===== config.mk =====
export PLATFORM = sky130hd
export DESIGN_NAME = motif_site_distance_scanner_unit
export DESIGN_NICKNAME = d
export VERILOG_FILES = /design/src/design/msds_pkg.sv /design/src/design/motif_site_distance_scanner_unit.sv /design/src/design/msds_cell.sv /design/src/design/msds_out_queue.sv
export SDC_FILE = /design/constraint.sdc
export NUM_CORES = 1
export LEC_CHECK = 0
export ABC_CLOCK_PERIOD_IN_PS = 13300
export BUFFER_PORTS_ARGS = -buffer_cell sky130_fd_sc_hd__buf_4
export CORE_UTILIZATION = 50
export DETAILED_ROUTE_END_ITERATION = 8
export PLACE_DENSITY = 0.69
export SYNTH_ARGS = -nofsm -noshare
export SYNTH_HDL_FRONTEND = slang
export SYNTH_SLANG_ARGS = --single-unit

===== constraint.sdc =====
create_clock -name clock -period 13.3 [get_ports clock]
set_input_delay 1.995 -clock clock [delete_from_list [all_inputs] [get_ports clock]]
set_output_delay 1.995 -clock clock [all_outputs]
set_load 0.05 [all_outputs]

===== src/design/msds_pkg.sv =====
// shared types, constants and helpers for the motif site distance scanner
package msds_pkg;

   // fixed field widths
   localparam int CHAR_BITS      = 8;
   localparam int FIELD_BITS     = 24;
   localparam int MOTIF_BITS     = 64;
   localparam int LENGTH_BITS    = 4;
   localparam int CSR_INDEX_BITS = 1;
   localparam int RSP_DATA_BITS  = 80;
   localparam int RSP_PAD_BITS   = RSP_DATA_BITS - 3 * FIELD_BITS - 1;

   // register reset values: motif "ACGT", four characters in use
   localparam logic [MOTIF_BITS-1:0]  MOTIF_RESET  = 64'h0000_0000_5447_4341;
   localparam logic [LENGTH_BITS-1:0] LENGTH_RESET = 4'd4;

   // ascii bounds for the case fold
   localparam logic [CHAR_BITS-1:0] LOWER_A    = 8'h61;
   localparam logic [CHAR_BITS-1:0] LOWER_Z    = 8'h7A;
   localparam logic [CHAR_BITS-1:0] CASE_DELTA = 8'h20;

   typedef logic [CHAR_BITS-1:0]  char_type;
   typedef logic [FIELD_BITS-1:0] field_type;

   // configuration register indexes
   typedef enum logic [CSR_INDEX_BITS-1:0] {
      CSR_MOTIF_CHARS  = 1'b0,
      CSR_MOTIF_LENGTH = 1'b1
   } csr_index_type;

   // result kind codes
   typedef enum logic {
      KIND_DISTANCE = 1'b0,
      KIND_SUMMARY  = 1'b1
   } kind_type;

   // the results one input item causes: an optional distance and an optional summary
   typedef struct packed {
      logic      has_dist;
      logic      has_sum;
      field_type distance;
      field_type prefix;
      field_type postfix;
      logic      sites_valid;
   } result_pair_type;

   // fold a-z to upper case, leave every other byte alone
   function automatic char_type fold_upper(input char_type c);
      char_type r;
      r = c;
      if (c >= LOWER_A && c <= LOWER_Z) begin
         r = c - CASE_DELTA;
      end
      return r;
   endfunction

endpackage


===== src/design/motif_site_distance_scanner_unit.sv =====
// top level: motif window cell chain, match position tracking and result buffer
//
// Usage: one read character enters per item on req_ (tdata = character,
// tlast = final character of the read). The motif (csr index 0, first
// character in the low byte) and its length (csr index 1, 0 counts as 1,
// above MAX_MOTIF_CHARS counts as MAX_MOTIF_CHARS) are written on the csr_
// channel, which is always ready, between reads. Each match after the first
// gives a distance result item (tuser 0); the final character of a read gives
// a summary item (tuser 1, tlast 1) after any distance of that character.
// A result pair is registered in the output stage, or in the skid stage
// while that is busy. Throughput: one character per cycle while req_tready
// is high; a character that gives both a distance and a summary sends them
// as two items in turn, since the rsp_ channel carries one result per cycle.
// When the receiver stalls, one pair of results waits in the output register
// and one more in a skid stage; req_tready drops only while it is full.
// Reset: clears the window cells, the position and match tracking and both
// result stages, and loads motif "ACGT" with length 4.
module motif_site_distance_scanner_unit #(
   parameter int MAX_MOTIF_CHARS = 8,
   parameter int POSITION_BITS   = 24
) (
   input  logic                                   clock,
   input  logic                                   reset,
   // input items: tdata = character
   input  logic                                   req_tvalid,
   output logic                                   req_tready,
   input  logic [msds_pkg::CHAR_BITS-1:0]         req_tdata,
   input  logic                                   req_tlast,
   // result items: tdata = distance, prefix, postfix, sites_valid, zero pad
   output logic                                   rsp_tvalid,
   input  logic                                   rsp_tready,
   output logic [msds_pkg::RSP_DATA_BITS-1:0]     rsp_tdata,
   output logic                                   rsp_tuser,   // kind
   output logic                                   rsp_tlast,
   // configuration writes
   input  logic                                   csr_valid,
   output logic                                   csr_ready,
   input  logic [msds_pkg::CSR_INDEX_BITS-1:0]    csr_index,
   input  logic [msds_pkg::MOTIF_BITS-1:0]        csr_data
);

   localparam int LEN_BITS = $clog2(MAX_MOTIF_CHARS + 1);

   // configuration registers
   logic [msds_pkg::MOTIF_BITS-1:0]  motif_ff, motif_in;
   logic [msds_pkg::LENGTH_BITS-1:0] length_ff, length_in;

   // read tracking registers
   logic [POSITION_BITS-1:0] pos_ff, pos_in;
   logic [POSITION_BITS-1:0] last_match_ff, last_match_in;
   logic [POSITION_BITS-1:0] first_match_ff, first_match_in;
   logic                     any_match_ff, any_match_in;
   logic                     first_dist_ff, first_dist_in;

   logic                       accept;
   logic                       csr_write;
   msds_pkg::char_type         folded;
   logic [msds_pkg::LENGTH_BITS-1:0] len_clamp;
   logic [LEN_BITS-1:0]        len_eff;
   msds_pkg::char_type         cell_char [MAX_MOTIF_CHARS];
   logic [MAX_MOTIF_CHARS-1:0] eq_vec;
   logic [MAX_MOTIF_CHARS-1:0] use_vec;
   logic [POSITION_BITS:0]     pos_plus;
   logic [POSITION_BITS-1:0]   start;
   logic                       match;
   logic                       has_dist;
   logic                       push_ready;
   msds_pkg::result_pair_type  pair;

   assign accept    = req_tvalid && req_tready;
   assign csr_ready = 1'b1;
   assign csr_write = csr_valid && csr_ready;
   assign folded    = msds_pkg::fold_upper(req_tdata);

   // configuration writes
   always_comb begin
      motif_in  = motif_ff;
      length_in = length_ff;
      if (csr_write) begin
         unique case (msds_pkg::csr_index_type'(csr_index))
            msds_pkg::CSR_MOTIF_CHARS:  motif_in  = csr_data;
            msds_pkg::CSR_MOTIF_LENGTH: length_in = csr_data[msds_pkg::LENGTH_BITS-1:0];
         endcase
      end
   end

   always_ff @(posedge clock) begin
      if (reset) begin
         motif_ff  <= msds_pkg::MOTIF_RESET;
         length_ff <= msds_pkg::LENGTH_RESET;
      end else begin
         motif_ff  <= motif_in;
         length_ff <= length_in;
      end
   end

   // motif length in use
   always_comb begin
      if (length_ff == '0) begin
         len_clamp = msds_pkg::LENGTH_BITS'(1);
      end else if (length_ff > msds_pkg::LENGTH_BITS'(MAX_MOTIF_CHARS)) begin
         len_clamp = msds_pkg::LENGTH_BITS'(MAX_MOTIF_CHARS);
      end else begin
         len_clamp = length_ff;
      end
   end
   assign len_eff = LEN_BITS'(len_clamp);

   // window cell chain, cell k holds the character k places back
   for (genvar k = 0; k < MAX_MOTIF_CHARS; k++) begin : g_cell
      msds_pkg::char_type prev_char;
      msds_pkg::char_type match_char;
      logic [2:0]         idx;

      if (k == 0) begin : g_head
         assign prev_char = folded;
      end else begin : g_body
         assign prev_char = cell_char[k-1];
      end

      // newest character meets the last motif character
      assign idx        = 3'(len_clamp - msds_pkg::LENGTH_BITS'(k) - msds_pkg::LENGTH_BITS'(1));
      assign match_char = motif_ff[{idx, 3'b000} +: msds_pkg::CHAR_BITS];
      assign use_vec[k] = (msds_pkg::LENGTH_BITS'(k) < len_clamp);

      msds_cell u_cell (
         .clock      (clock),
         .reset      (reset),
         .shift_en   (accept),
         .clear      (req_tlast),
         .prev_char  (prev_char),
         .match_char (match_char),
         .char_ff    (cell_char[k]),
         .char_eq    (eq_vec[k])
      );
   end

   // match check and its start position
   assign pos_plus = {1'b0, pos_ff} + (POSITION_BITS + 1)'(1);
   assign start    = POSITION_BITS'(pos_plus - (POSITION_BITS + 1)'(len_eff));
   assign match    = (&(eq_vec | ~use_vec)) && (pos_plus >= (POSITION_BITS + 1)'(len_eff));
   assign has_dist = match && any_match_ff;

   // tracking update and result pair
   always_comb begin
      first_dist_in  = first_dist_ff || has_dist;
      first_match_in = (has_dist && !first_dist_ff) ? last_match_ff : first_match_ff;
      last_match_in  = match ? start : last_match_ff;
      any_match_in   = any_match_ff || match;

      pair.has_dist    = has_dist;
      pair.has_sum     = req_tlast;
      pair.distance    = msds_pkg::field_type'(start - last_match_ff);
      pair.sites_valid = first_dist_in;
      pair.prefix      = first_dist_in ? msds_pkg::field_type'(first_match_in) : '0;
      pair.postfix     = first_dist_in ? msds_pkg::field_type'(pos_ff - last_match_in) : '0;

      pos_in = pos_ff;
      if (req_tlast) begin
         pos_in         = '0;
         first_dist_in  = 1'b0;
         first_match_in = '0;
         last_match_in  = '0;
         any_match_in   = 1'b0;
      end else if (pos_ff != '1) begin
         pos_in = pos_plus[POSITION_BITS-1:0];
      end
   end

   always_ff @(posedge clock) begin
      if (reset) begin
         pos_ff         <= '0;
         last_match_ff  <= '0;
         first_match_ff <= '0;
         any_match_ff   <= 1'b0;
         first_dist_ff  <= 1'b0;
      end else if (accept) begin
         pos_ff         <= pos_in;
         last_match_ff  <= last_match_in;
         first_match_ff <= first_match_in;
         any_match_ff   <= any_match_in;
         first_dist_ff  <= first_dist_in;
      end
   end

   assign req_tready = push_ready;

   // result buffer
   msds_out_queue u_out (
      .clock      (clock),
      .reset      (reset),
      .push       (accept && (has_dist || req_tlast)),
      .push_pair  (pair),
      .push_ready (push_ready),
      .rsp_tvalid (rsp_tvalid),
      .rsp_tready (rsp_tready),
      .rsp_tdata  (rsp_tdata),
      .rsp_tuser  (rsp_tuser),
      .rsp_tlast  (rsp_tlast)
   );

endmodule


===== src/design/msds_cell.sv =====
// one window cell: holds a character, passes it on and compares the incoming one
module msds_cell (
   input  logic                  clock,
   input  logic                  reset,
   input  logic                  shift_en,
   input  logic                  clear,
   input  msds_pkg::char_type    prev_char,
   input  msds_pkg::char_type    match_char,
   output msds_pkg::char_type    char_ff,
   output logic                  char_eq
);

   msds_pkg::char_type char_in;

   // compare the character moving into this cell with its motif character
   assign char_eq = (prev_char == match_char);

   // next held character
   always_comb begin
      char_in = char_ff;
      if (shift_en) begin
         char_in = clear ? '0 : prev_char;
      end
   end

   always_ff @(posedge clock) begin
      if (reset) begin
         char_ff <= '0;
      end else begin
         char_ff <= char_in;
      end
   end

endmodule


===== src/design/msds_out_queue.sv =====
// result buffer: an output pair register plus a skid pair, one result item per cycle out while rsp_tready is high
module msds_out_queue (
   input  logic                       clock,
   input  logic                       reset,
   input  logic                       push,
   input  msds_pkg::result_pair_type  push_pair,
   output logic                       push_ready,
   output logic                       rsp_tvalid,
   input  logic                       rsp_tready,
   output logic [msds_pkg::RSP_DATA_BITS-1:0] rsp_tdata,
   output logic                       rsp_tuser,
   output logic                       rsp_tlast
);

   logic                      out_valid_ff, out_valid_in;
   msds_pkg::result_pair_type out_pair_ff, out_pair_in;
   logic                      phase_ff, phase_in;
   logic                      skid_valid_ff, skid_valid_in;
   msds_pkg::result_pair_type skid_pair_ff, skid_pair_in;

   logic pop;
   logic more;
   logic out_free;
   logic show_dist;

   // take a new pair only when the skid stage is empty
   assign push_ready = !skid_valid_ff;

   // the distance goes out first when the pair has one
   assign show_dist = out_pair_ff.has_dist && !phase_ff;
   assign pop       = out_valid_ff && rsp_tready;
   assign more      = out_pair_ff.has_dist && out_pair_ff.has_sum && !phase_ff;
   assign out_free  = !out_valid_ff || (pop && !more);

   // result item fields
   always_comb begin
      rsp_tvalid = out_valid_ff;
      if (show_dist) begin
         rsp_tuser = msds_pkg::KIND_DISTANCE;
         rsp_tlast = 1'b0;
         rsp_tdata = {msds_pkg::RSP_PAD_BITS'(0), 1'b0, msds_pkg::field_type'(0),
                      msds_pkg::field_type'(0), out_pair_ff.distance};
      end else begin
         rsp_tuser = msds_pkg::KIND_SUMMARY;
         rsp_tlast = 1'b1;
         rsp_tdata = {msds_pkg::RSP_PAD_BITS'(0), out_pair_ff.sites_valid,
                      out_pair_ff.postfix, out_pair_ff.prefix, msds_pkg::field_type'(0)};
      end
   end

   // pair movement between input, skid and output stage
   always_comb begin
      out_valid_in  = out_valid_ff;
      out_pair_in   = out_pair_ff;
      phase_in      = phase_ff;
      skid_valid_in = skid_valid_ff;
      skid_pair_in  = skid_pair_ff;
      if (out_free) begin
         phase_in = 1'b0;
         if (skid_valid_ff) begin
            out_valid_in  = 1'b1;
            out_pair_in   = skid_pair_ff;
            skid_valid_in = 1'b0;
         end else if (push) begin
            out_valid_in = 1'b1;
            out_pair_in  = push_pair;
         end else begin
            out_valid_in = 1'b0;
         end
      end else begin
         if (pop) begin
            phase_in = 1'b1;
         end
         if (push) begin
            skid_valid_in = 1'b1;
            skid_pair_in  = push_pair;
         end
      end
   end

   always_ff @(posedge clock) begin
      if (reset) begin
         out_valid_ff  <= 1'b0;
         phase_ff      <= 1'b0;
         skid_valid_ff <= 1'b0;
      end else begin
         out_valid_ff  <= out_valid_in;
         phase_ff      <= phase_in;
         skid_valid_ff <= skid_valid_in;
      end
   end

   // payload registers
   always_ff @(posedge clock) begin
      out_pair_ff  <= out_pair_in;
      skid_pair_ff <= skid_pair_in;
   end

endmodule

==> impl_summary.txt <==
----------------------------------------------------
[Yosys]
  Warning count from the yosys run ... 0
  EDFF count, synth ... 150
  Share of flip-flops with an asynchronous set or reset ... 0
  Post-synthesis area per instance ... 9.25 um^2
  Yosys cell types ... 90
  Number of register bits inferred by synthesis ... 351
  Post-synthesis instance area ... 0.0217 mm^2
  Most used DFF post-synth ... dfxtp_1
  Post-synthesis sequential area ratio ... 0.394
  Cell count after synthesis ... 2340

[Setup path]
  Critical-path top delay cell ... xnor2_2
  Nature of the critical path startpoint ... register
  Reg2Reg Capture Point ... u_out.out_pair_ff[23]$_DFFE_PP_
  Arrival time at the worst endpoint ... 9240 ps
  Type of the worst setup path ... register to register
  Required @ worst endpoint ... 13640 ps
  Critical-path maximum fanout ... 32
  Cell count of the worst reg-to-reg path ... 27
  Startpoint of the lowest-slack register-to-register path ... length_ff[1]$_SDFFE_PP0P_
  CP Launch Point ... length_ff[1]$_SDFFE_PP0P_
  Type of element capturing the critical path ... register
  Slack of the worst reg-to-reg path ... 4400 ps
  Max incr delay on CP ... 890 ps

[Timing]
  Shortest period the worst path allows ... 8900 ps
  Min setup slack post-route ... 4400 ps
  Slew of the pin with the lowest slew margin ... 1190 ps
  Total negative setup slack ... 0 ps
  Skew final ... 30.9 ps
  Final Hold Vio Count ... 0
  Max Clk Rate ... 112 MHz
  Worst max-slew margin expressed relative to the limit ... 0.197
  RSZ-0062 raised after global routing ... no
  Final Max Tran Viols ... 0
  Finish-stage setup viols ... 0
  Final worst-path cycle share ... 0.669

[Placed design]
  Post-detailed-placement half-perimeter wirelength ... 49700 um
  Cell area after placement ... 0.0230 mm^2
  Weighted congestion at the end of routability-driven global placement ... 1.06
  Worst Setup Slack post-DPL ... 4510 ps
  Number of I/O port buffers ... 155

[Clock tree]
  Level count of the clock H-tree ... 2
  Insertion delay to the later sink of the worst-skew pair ... 580 ps
  Clock tree root buffer cell ... clkbuf_16
  Resized Gates After CTS ... 0
  Number of buffers inserted to repair setup after CTS ... 0
  TritonCTS clock tree ... done
  Clock transition time at the flip-flop clock pins of the worst setup and hold paths ... 60 ps
  # hold bufs at CTS ... 0
  CTS sink count ... 351
  Cts bufs inserted ... 40
  Deepest clock path buffer count ... 3

[Power]
  Static leakage power ... 9.03 nW
  Power per standard cell area ... 115 mW/mm^2
  Maximum VDD drop ... 0.0000858 V

[Min path]
  Worst hold path class ... register to register
  Hold wc startpoint ... g_cell[6].u_cell.char_ff[6]$_SDFFE_PP0P_
  Cell count of the worst hold path ... 2
  Hold EP ... g_cell[6].u_cell.char_ff[6]$_SDFFE_PP0P_

[Detailed routing]
  Mean number of vias per cell ... 6.01
  # DRC ... 0
  Pre-Repair DR Iteration Count ... 5
  Post-detailed-routing wire length ... 67600 um
  Vias post-DR ... 18000
  Iteration-0 DRC count of the detailed router ... 1399
  Post-detailed-route count of antenna-violating nets ... 0
  Routed wire per std cell ... 22.5 um

[Floorplan]
  Die Footprint ... 0.0441 mm^2
  Die X-Extent ... 210 um
  Number of top-level pins ... 164
  Number of rows created at floorplan ... 75
  Floorplan die height ... 210 um
  Core box area ... 0.0423 mm^2
  Initial Utilization ... 0.512

[GRT]
  Overall global routing resource usage ... 0.305
  Pin count of the biggest net entering global routing ... 120
  Global-route wire length before repair ... 103000 um
  Residual overflow from global routing ... 0
  Antenna violations before repair ... 0
  Vias in the first global route ... 17000

[Final layout]
  Area taken by flip-flops and latches ... 0.00853 mm^2
  Fillers ... 3723
  Area overhead of the layout relative to synthesis ... 12.3%
  Area of the multi-input gates ... 0.0122 mm^2
  Ratio of cells with drive above 1 in the final layout ... 0.164
  Finished layout cell area ... 0.0243 mm^2
  Inserted Diodes ... 0
  Nets ... 2531

[Job]
  Max-cap violations ... 0

[Run status]
  Run status ... finished clean

----------------------------------------------------
==> through the flow <==
step                std cells  power, W  hold WS (ps)   util
global route             3001   0.00289           491  0.575
finish                   3001   0.00280           468  0.575
CTS                      3001   0.00281           468  0.575
detailed placement       2929   0.00169           459  0.544
floorplan                2346   0.00155           444      -
global placement         2929   0.00169           452  0.544
==> where the power goes <==
part | total (W) | internal (W) | leakage [nW] | switching, W
Sequential | 0.00119 | 0.00116 | 3.10 | 0.0000312
Clock | 0.00112 | 0.000650 | 0.645 | 0.000471
Combinational | 0.000489 | 0.000191 | 5.29 | 0.000298
==> cells in the final DEF, fill, tap and decap left out, drive strengths merged, types with 14 or more instances in the layout <==
cell,n
mux2,64
nand3b,72
clkinv,15
a21oi,260
xnor2,96
nor3,36
or3,15
dfxtp,201
edfxtp,150
nor2,108
inv,69
buf,178
xor2,43
nor2b,24
a21o,28
nand3,66
o21ai,111
clkbuf,50
and3,27
nor4,16
nand2,304
ha,55
and2,80
mux4,50
nand4,14
mux2i,64
a22o,26
a211oi,15
nand2b,20
==> worst max-delay path by stage <==
stage	end	slack, ps	cells after the start
after CTS	u_out.out_pair_ff[23]$_DFFE_PP_	4490	27
after floorplan	u_out.skid_pair_ff[0]$_DFFE_PP_	3590	18
final	u_out.out_pair_ff[23]$_DFFE_PP_	4400	27
after global routing	u_out.out_pair_ff[23]$_DFFE_PP_	3620	27
after global placement	u_out.out_pair_ff[23]$_DFFE_PP_	4700	27
after detailed placement	u_out.out_pair_ff[23]$_DFFE_PP_	4510	27
==> registers in the layout (all words and copies together) (netlist names), 4 cells and up <==
name and cells:
u_out.out_pair_ff 75, u_out.skid_pair_ff 75, motif_ff 64, g_cell.u_cell.char_ff 56, first_match_ff 24, last_match_ff 24
pos_ff 24, length_ff 4
==> metal layers <==
metal | share of wire | track usage | wire length (um) | vias up
met1 | 0.41 | 0.382 | 27600 | 8662
met4 | 0.053 | 0.152 | 3620 | 0
met3 | 0.049 | 0.0359 | 3300 | 164
met5 | 0 | 0 | 0 | -
met2 | 0.49 | 0.521 | 33100 | 677
li1 | - | - | - | 8543
==> Yosys cell counts (all sizes together) (7+ instances only) <==
master / count / area share
dfxtp: 201 / 0.19
clkbuf: 109 / 0.019
a21oi: 260 / 0.060
ha: 55 / 0.032
a211oi: 15 / 0.0054
a21o: 28 / 0.0097
a31oi: 9 / 0.0033
o21ai: 111 / 0.026
inv: 68 / 0.012
o31ai: 13 / 0.0045
a22oi: 10 / 0.0035
edfxtp: 150 / 0.21
and2: 80 / 0.023
a22o: 26 / 0.011
nand3: 66 / 0.015
or3: 15 / 0.0043
mux2: 64 / 0.033
nand3b: 72 / 0.025
mux4: 50 / 0.052
o211ai: 7 / 0.0024
o22ai: 8 / 0.0023
nand4: 14 / 0.0046
nand2: 304 / 0.053
nor2: 108 / 0.019
o21a: 8 / 0.0028
o21bai: 7 / 0.0024
mux2i: 64 / 0.030
nor2b: 24 / 0.0069
nor4: 16 / 0.0063
a21boi: 7 / 0.0024
and3: 27 / 0.0078
and4: 9 / 0.0038
nand2b: 20 / 0.0058
xor2: 43 / 0.017
xnor2: 96 / 0.040
nor3: 36 / 0.0099
a221oi: 7 / 0.0034
buf: 63 / 0.018
==> logic make-up (layout without fill, tap and decap cells) <==
logic type / Yosys count / count (layout) / share of synthesized area
compound gates: 566 / 566 / 0.160
xor+xnor: 139 / 139 / 0.0569
flops: 351 / 351 / 0.394
fa+ha+maj: 58 / 58 / 0.0346
mux: 178 / 178 / 0.115
buf+inv: 240 / 318 / 0.0483
other cells: 2 / 8 / 0.000347
simple gates: 806 / 806 / 0.191
==> cell type report <==
| type | instances | share of cell area |
|---|---|---|
| clock buffer | 50 | 0.0435 |
| clock inverter | 22 | 0.0108 |
| inverter | 68 | 0.0105 |
| multi-input combinational | 1755 | 0.500 |
| sequential | 351 | 0.351 |
| tap | 577 | 0.0297 |
| timing repair buffer | 178 | 0.0551 |
==> worst max-delay path: cells and delay by family, from the launching register on <==
family                   cells  cell delay [ps]
AND/OR/NAND/NOR              8             2550
multiplexers                 1              680
XOR/XNOR                     3             1180
adder cells (fa/ha/maj)      2              740
buffers and inverters        2              660
AO/OA/AOI/OAI               11             2410
flip-flops                   1              400
Power figures use the tool's default switching activity.
